==> src/sv/sitda_pkg.sv <==
// ----------------------------------------------------------------------------
// sitda_pkg
// Shared constants and types for the signed integer to decimal ASCII block.
// ----------------------------------------------------------------------------
package sitda_pkg;

  localparam int VALUE_W     = 32;
  localparam int CHAR_W      = 8;
  localparam int DIGIT_W     = 4;
  localparam int MAX_DIGITS  = 10;
  localparam int CNT_W       = 4;
  localparam int QUEUE_DEPTH = 2;

  // Reciprocal of ten: q = (x * RECIP) >> RECIP_SHIFT is exact for 32-bit x.
  localparam logic [VALUE_W-1:0] RECIP       = 32'hCCCC_CCCD;
  localparam int                 RECIP_SHIFT = 35;

  localparam logic [CHAR_W-1:0] ASCII_ZERO  = 8'h30;
  localparam logic [CHAR_W-1:0] ASCII_MINUS = 8'h2D;

  // One converted number: sign, digit count and digits, least significant
  // digit in entry zero.
  typedef struct packed {
    logic                                neg;
    logic [CNT_W-1:0]                    ndig;
    logic [MAX_DIGITS-1:0][DIGIT_W-1:0]  digits;
  } sitda_num_t;

  // ASCII code of a decimal digit.
  function automatic logic [CHAR_W-1:0] digit_char(input logic [DIGIT_W-1:0] d);
    digit_char = ASCII_ZERO + {{(CHAR_W-DIGIT_W){1'b0}}, d};
  endfunction

endpackage

==> src/sv/sitda_fifo.sv <==
// ----------------------------------------------------------------------------
// sitda_fifo
// Short register queue of converted numbers between front and back.
// ----------------------------------------------------------------------------
module sitda_fifo #(
  parameter int DEPTH = sitda_pkg::QUEUE_DEPTH
) (
  input  logic                  clk,
  input  logic                  rst_n,
  input  logic                  push_valid,
  output logic                  push_ready,
  input  sitda_pkg::sitda_num_t push_data,
  output logic                  pop_valid,
  input  logic                  pop_ready,
  output sitda_pkg::sitda_num_t pop_data
);

  localparam int PTR_W   = (DEPTH > 1) ? $clog2(DEPTH) : 1;
  localparam int COUNT_W = $clog2(DEPTH + 1);

  sitda_pkg::sitda_num_t   mem_r [DEPTH];
  logic [PTR_W-1:0]        wr_ptr_r, wr_ptr_nxt;
  logic [PTR_W-1:0]        rd_ptr_r, rd_ptr_nxt;
  logic [COUNT_W-1:0]      count_r, count_nxt;
  logic                    push;
  logic                    pop;

  assign push_ready = (count_r != COUNT_W'(DEPTH));
  assign pop_valid  = (count_r != '0);
  assign push       = push_valid && push_ready;
  assign pop        = pop_valid && pop_ready;
  assign pop_data   = mem_r[rd_ptr_r];

  // Advance pointers with wrap at the queue depth
  always_comb begin
    wr_ptr_nxt = wr_ptr_r;
    rd_ptr_nxt = rd_ptr_r;
    count_nxt  = count_r;
    if (push) begin
      wr_ptr_nxt = (wr_ptr_r == PTR_W'(DEPTH - 1)) ? '0 : wr_ptr_r + PTR_W'(1);
    end
    if (pop) begin
      rd_ptr_nxt = (rd_ptr_r == PTR_W'(DEPTH - 1)) ? '0 : rd_ptr_r + PTR_W'(1);
    end
    if (push && !pop) begin
      count_nxt = count_r + COUNT_W'(1);
    end else if (pop && !push) begin
      count_nxt = count_r - COUNT_W'(1);
    end
  end

  always_ff @(posedge clk) begin
    if (!rst_n) begin
      wr_ptr_r <= '0;
      rd_ptr_r <= '0;
      count_r  <= '0;
    end else begin
      wr_ptr_r <= wr_ptr_nxt;
      rd_ptr_r <= rd_ptr_nxt;
      count_r  <= count_nxt;
    end
  end

  // Store the pushed entry
  always_ff @(posedge clk) begin
    if (push) begin
      mem_r[wr_ptr_r] <= push_data;
    end
  end

  // Fill level tracks pointer distance and never exceeds the depth
  a_count_bound: assert property (@(posedge clk) disable iff (!rst_n)
    (count_r <= COUNT_W'(DEPTH)) &&
    ((count_r == '0 || count_r == COUNT_W'(DEPTH)) == (wr_ptr_r == rd_ptr_r)))
    else $error("queue fill level inconsistent with pointers");

endmodule

==> config.mk <==
export PLATFORM = sky130hd
export DESIGN_NAME = sitda_fifo
export DESIGN_NICKNAME = d
export VERILOG_FILES = /design/src/sv/sitda_pkg.sv /design/src/sv/sitda_fifo.sv
export SDC_FILE = /design/constraint.sdc
export NUM_CORES = 1
export LEC_CHECK = 0
export ABC_CLOCK_PERIOD_IN_PS = 2890
export BUFFER_PORTS_ARGS = -buffer_cell sky130_fd_sc_hd__buf_4
export CAP_MARGIN = 20
export CORE_MARGIN = 1.5
export CORE_UTILIZATION = 51
export DETAILED_ROUTE_END_ITERATION = 7
export HOLD_SLACK_MARGIN = 0.02
export PLACE_DENSITY = 0.78
export SYNTH_ARGS = -nofsm -noshare
export SYNTH_HDL_FRONTEND = slang
export SYNTH_SLANG_ARGS = --single-unit
==> constraint.sdc <==
create_clock -name clk -period 2.89 [get_ports clk]
set_clock_uncertainty 0.2 [all_clocks]
set_input_delay 0.4335 -clock clk [delete_from_list [all_inputs] [get_ports clk]]
set_output_delay 0.4335 -clock clk [all_outputs]
set_load 0.01 [all_outputs]
======== After elaboration in Yosys (flattened, before gate mapping) ========
Memory sizes are Yosys's and may differ from the RTL's. A register that Yosys moved wholly into a read port is not among the register bits.
Cells that the tools add are included.
word-level totals
  register bits ........................... 4
  RAM bits ................................ 90
  bits of input ports ..................... 49
  output and inout port bits .............. 47
  memories ................................ 1
cells by class
  add/sub/neg operators ................... 4
  equality and inequality tests ........... 1
  multiplexer cells ....................... 8
  reduce and logical (&&, ||, !) cells .... 8
memory list
  memory  depth  width  rd ports  clocked after memory_dff  write ports  line              text
  mem_r   2      45     1         1                         1            sitda_fifo.sv:21  sitda_pkg::sitda_num_t mem_r [DEPTH];
operators by type and width
  cell                   count
  $mux W1                6
  $logic_and A1 B1 Y1    4
  $mux W2                2
  $reduce_bool A2 Y1     2
  $add A1 B1 Y1 const B  2
  $add A2 B1 Y2 const B  1
  $logic_not A1 Y1       2
  $ne A2 B2 Y1 const B   1
  $sub A2 B1 Y2 const B  1

======== Longest topological paths before layout ========
  depth in word-level cells ............... 6
  depth in mapped cells ................... 6
  gate-level depth less buffers ........... 6

======== Worst setup path after synthesis ========
No wires, ideal clock.
  kind .................................... register to register
  start point ............................. register count_r[0]
  end point ............................... memory mem_r[1][0] in the netlist's numbering, enable pin
  setup time .............................. 0.407 ns
  data arrival time ....................... 1.701 ns
  setup slack ............................. 0.582 ns
  stages on the path, launching flop included .. 3
  buffers on the path ..................... 0
  path through ............................ dfxtp_1 nand2b_4 and3_1
on the way
  word-level cells in the longest chain between the ends .. 4
ends and longest elaborated chain
  what                           line              text
  start: declaration             sitda_fifo.sv:24  logic [COUNT_W-1:0] count_r, count_nxt;
  start signal: assignment       sitda_fifo.sv:60  count_r <= count_nxt;
  $ne A2 B2 Y1                   sitda_fifo.sv:28  assign push_ready = (count_r != COUNT_W'(DEPTH));
  named net push_ready           sitda_fifo.sv:11  output logic push_ready,
  $logic_and A1 B1 Y1            sitda_fifo.sv:30  assign push = push_valid && push_ready;
  $mux W1                        sitda_fifo.sv:66  if (push) begin
  $mux W1 (implied by the code)  sitda_fifo.sv:67  mem_r[wr_ptr_r] <= push_data;
  end: declaration               sitda_fifo.sv:21
The timed path passes the listed nets, and every way through them passes these cells.

==> results.md <==
* Synthesis-stage register bit count at 95
* Status: finished, violations left
* Critical path type: reg -> out
* Fin. max-slew vios at 0
* Cell family with most CP delay: buffers and inverters
* XOR/XNOR Fraction of Synth Area at 0.7557%
* Worst Path Buf+Inv at 2
* Final core occ at between 60% and 70%
* Leak Pwr at 1.676 nW
* Nets at about 320
* Antenna diodes at 0
* Boundary pin count at 96
* Remaining antenna violation count after routing at 0
* HPWL after detailed placement at 3926 um
* Hold_buf cts at 0
* Slowest CP cell: dfxtp_2
* First-pass GRT wire length at 9163 um
* Crit Path Max Fanout at 43
* Worst Hold Margin at 0.07204 ns
* Clk sink count at 95
* Measured slew at the worst slew-check pin at 0.4961 ns
* Top area cells in the synthesized netlist: edfxtp_1, mux2_2, dfxtp_1
* PwrDens at 812.6 mW/mm2
* Area growth syn-to-layout at 29.54%
* Cell Chain, Critical Path: buf_12, mux2_2, buf_4
* Global Route Usage Sum at 16.97%
* Area share of fa/ha/maj cells after synthesis at 0.3598%
* Vias in the first global route at 1855
* Critical Path AT at 1.52 ns
* DR vias at around 1800
* # Post-CTS Setup Buffers at 0
* Leading area contributor after synthesis: edfxtp_1
* CTS tree: yes
* Min-delay src: push_data[31]
* Seq/Total Area, Yosys at 80.60%
* Die X at 85.57 um
* Ys Warns at 0
* Placement Rows at 29
* Share of layout cells above drive strength 1 at ~59%
* Mapped Nets at 214
* Min-delay worst type: in -> reg
* Max_cap viols at 0
* Longest Clk Path Bufs at 2
* Clock Latency Late Sink at 0.34 ns
* DR WL/cell at about 17 um
* Mean post-synth cell area at between 20 and 25 um2
* Core region area at 0.006459 mm2
* Critical path startpoint category: register
* Vias per inst at 5.074
* Drt drc at 7
* GRT overflow at 0
* Post-synth EDFFs at 90
* Main combinational cell family by area after synthesis: multiplexers
* Die Area at 0.007322 mm2
* Final worst path period need at 2.154 ns
* Final Hold Viols at 0
* Pin count of the biggest net entering global routing at 44
* Post-CTS Resized at 0
* Fin crit share at 74.54%
* Worst vdd ir at approximately 480 uV
* Final Setup Violations at 0
* Violated checks: design-rule violations
* Synth Cell Area at roughly 0.0035 mm2
* CTS buffer count at 9
* RSZ-0062 raised after global routing: false
* Fmax at roughly 460 MHz
* Final wirelength at around 5900 um
* Worst path max stage delay at about 0.38 ns
* Synth Flop Type: edfxtp_1
* Initial antenna violation count at 0
* Async S/R FF share, synth at 0%
* Clock-pin slew on the worst setup and hold paths at 0.08 ns
* Root buffer cell: clkbuf_8
* Setup TNS at 0 ns
* Compound-Gate Fraction of Synth Area at 1.008%
* H-Tree Level Count at 3
* Proportion of synthesized area in mux cells at 14.57%
* R2r startpoint: count_r[0]$_SDFFE_PN0P_
* DR pass1 iterations at 6
* Rel. slew slack at 66.92%
* Yosys cell types at 19
* I/O Buffers at 95
* Mapped Cells at around 160
* Synth top area share at 77.73%
* Simple-Gate Fraction of Synth Area at 1.871%
* WP data required at 2.26 ns
* Starting Density at 53.84%
* Die height at 85.57 um
* DR iter-0 viols at 81
* GPL Wtd Cong at 0.7036
* Crit. End Element: primary output
[layer usage]
layer	GRT usage, %	part of all wire, %	routed length [um]	vias up
li1	-	-	-	846
met1	20.90	41	2404	855
met2	26.77	49	2893	67
met3	6.737	8.2	483	8
met4	7.478	1.4	81	0
met5	0	0	0	-
[registers in the layout, indices dropped and copies added, names as in the netlist, named ones only]
signal / cells
rd_ptr_r: 1
mem_r: 90
count_r: 2
wr_ptr_r: 1
[cells in the mapped netlist, drive strengths merged (2+ instances only)]
cell type	n
and2	4
mux2	45
buf	5
edfxtp	90
xnor2	2
a21boi	2
o21ai	2
dfxtp	5
[area by class of cell]
type                            count  area, um2
Clock buffer                       11      131.4
Clock inverter                      5      48.80
Fill cell                         453       1954
Inverter                            1      3.754
Multi-Input combinational cell     63      646.9
Sequential cell                    95       2804
Tap cell                           77      96.34
Timing Repair Buffer               98      773.2
[cell families (layout without fill, tap and decap cells)]
group | Yosys count | in the layout
AND/OR/NAND/NOR | 9 | 9
buffers and inverters | 6 | 115
XOR/XNOR | 3 | 3
flip-flops | 95 | 95
AO/OA/AOI/OAI | 5 | 5
multiplexers | 45 | 45
adder cells (fa/ha/maj) | 1 | 1
[report_power, final]
| group | total [mW] | internal (mW) | switching, mW | leakage, nW |
|---|---|---|---|---|
| clock network | 0.799 | 0.392 | 0.407 | 0.0861 |
| logic | 1.08 | 0.594 | 0.490 | 0.708 |
| registers | 1.78 | 1.72 | 0.0573 | 0.882 |
[worst reg2reg max path, cell delays in order (launching register included)]
cell and delay [ns]:
dfxtp_1 0.41, nand2b_4 0.18, and3_2 0.52, buf_12 0.27
[worst paths after layout]
| kind | to | slack, ns | depth (start not counted) |
|---|---|---|---|
| worst max-delay path | pop_data[18] | 0.74 | 3 |
| worst min-delay path | mem_r[0][31]$_DFFE_PP_ | 0.07 | 1 |
| worst max register to register | mem_r[1][2]$_DFFE_PP_ | 1.01 | 3 |
| worst min register to register | count_r[1]$_SDFFE_PN0P_ | 0.36 | 2 |
[placed cells by master (no fill, tap or decap), types with 2 or more instances in the layout]
master	count
buf_4	95
edfxtp_1	90
mux2_2	45
clkbuf_8	9
and2_1	4
dfxtp_1	4
clkinv_1	3
buf_12	3
xnor2_1	2
clkbuf_1	2
[through the flow]
step	total power [mW]	worst slack [ns]	instances	instance area [um2]
2_1_floorplan	2.398	0.5823	164	3477
3_3_place_gp	2.881	1.050	334	4324
4_1_cts	3.702	0.7211	350	4504
6_report	3.660	0.7358	350	4504
3_5_place_dp	2.904	0.9941	334	4324
5_1_grt	3.839	0.6636	350	4504
No activity file was read; power rests on OpenSTA's default activity.
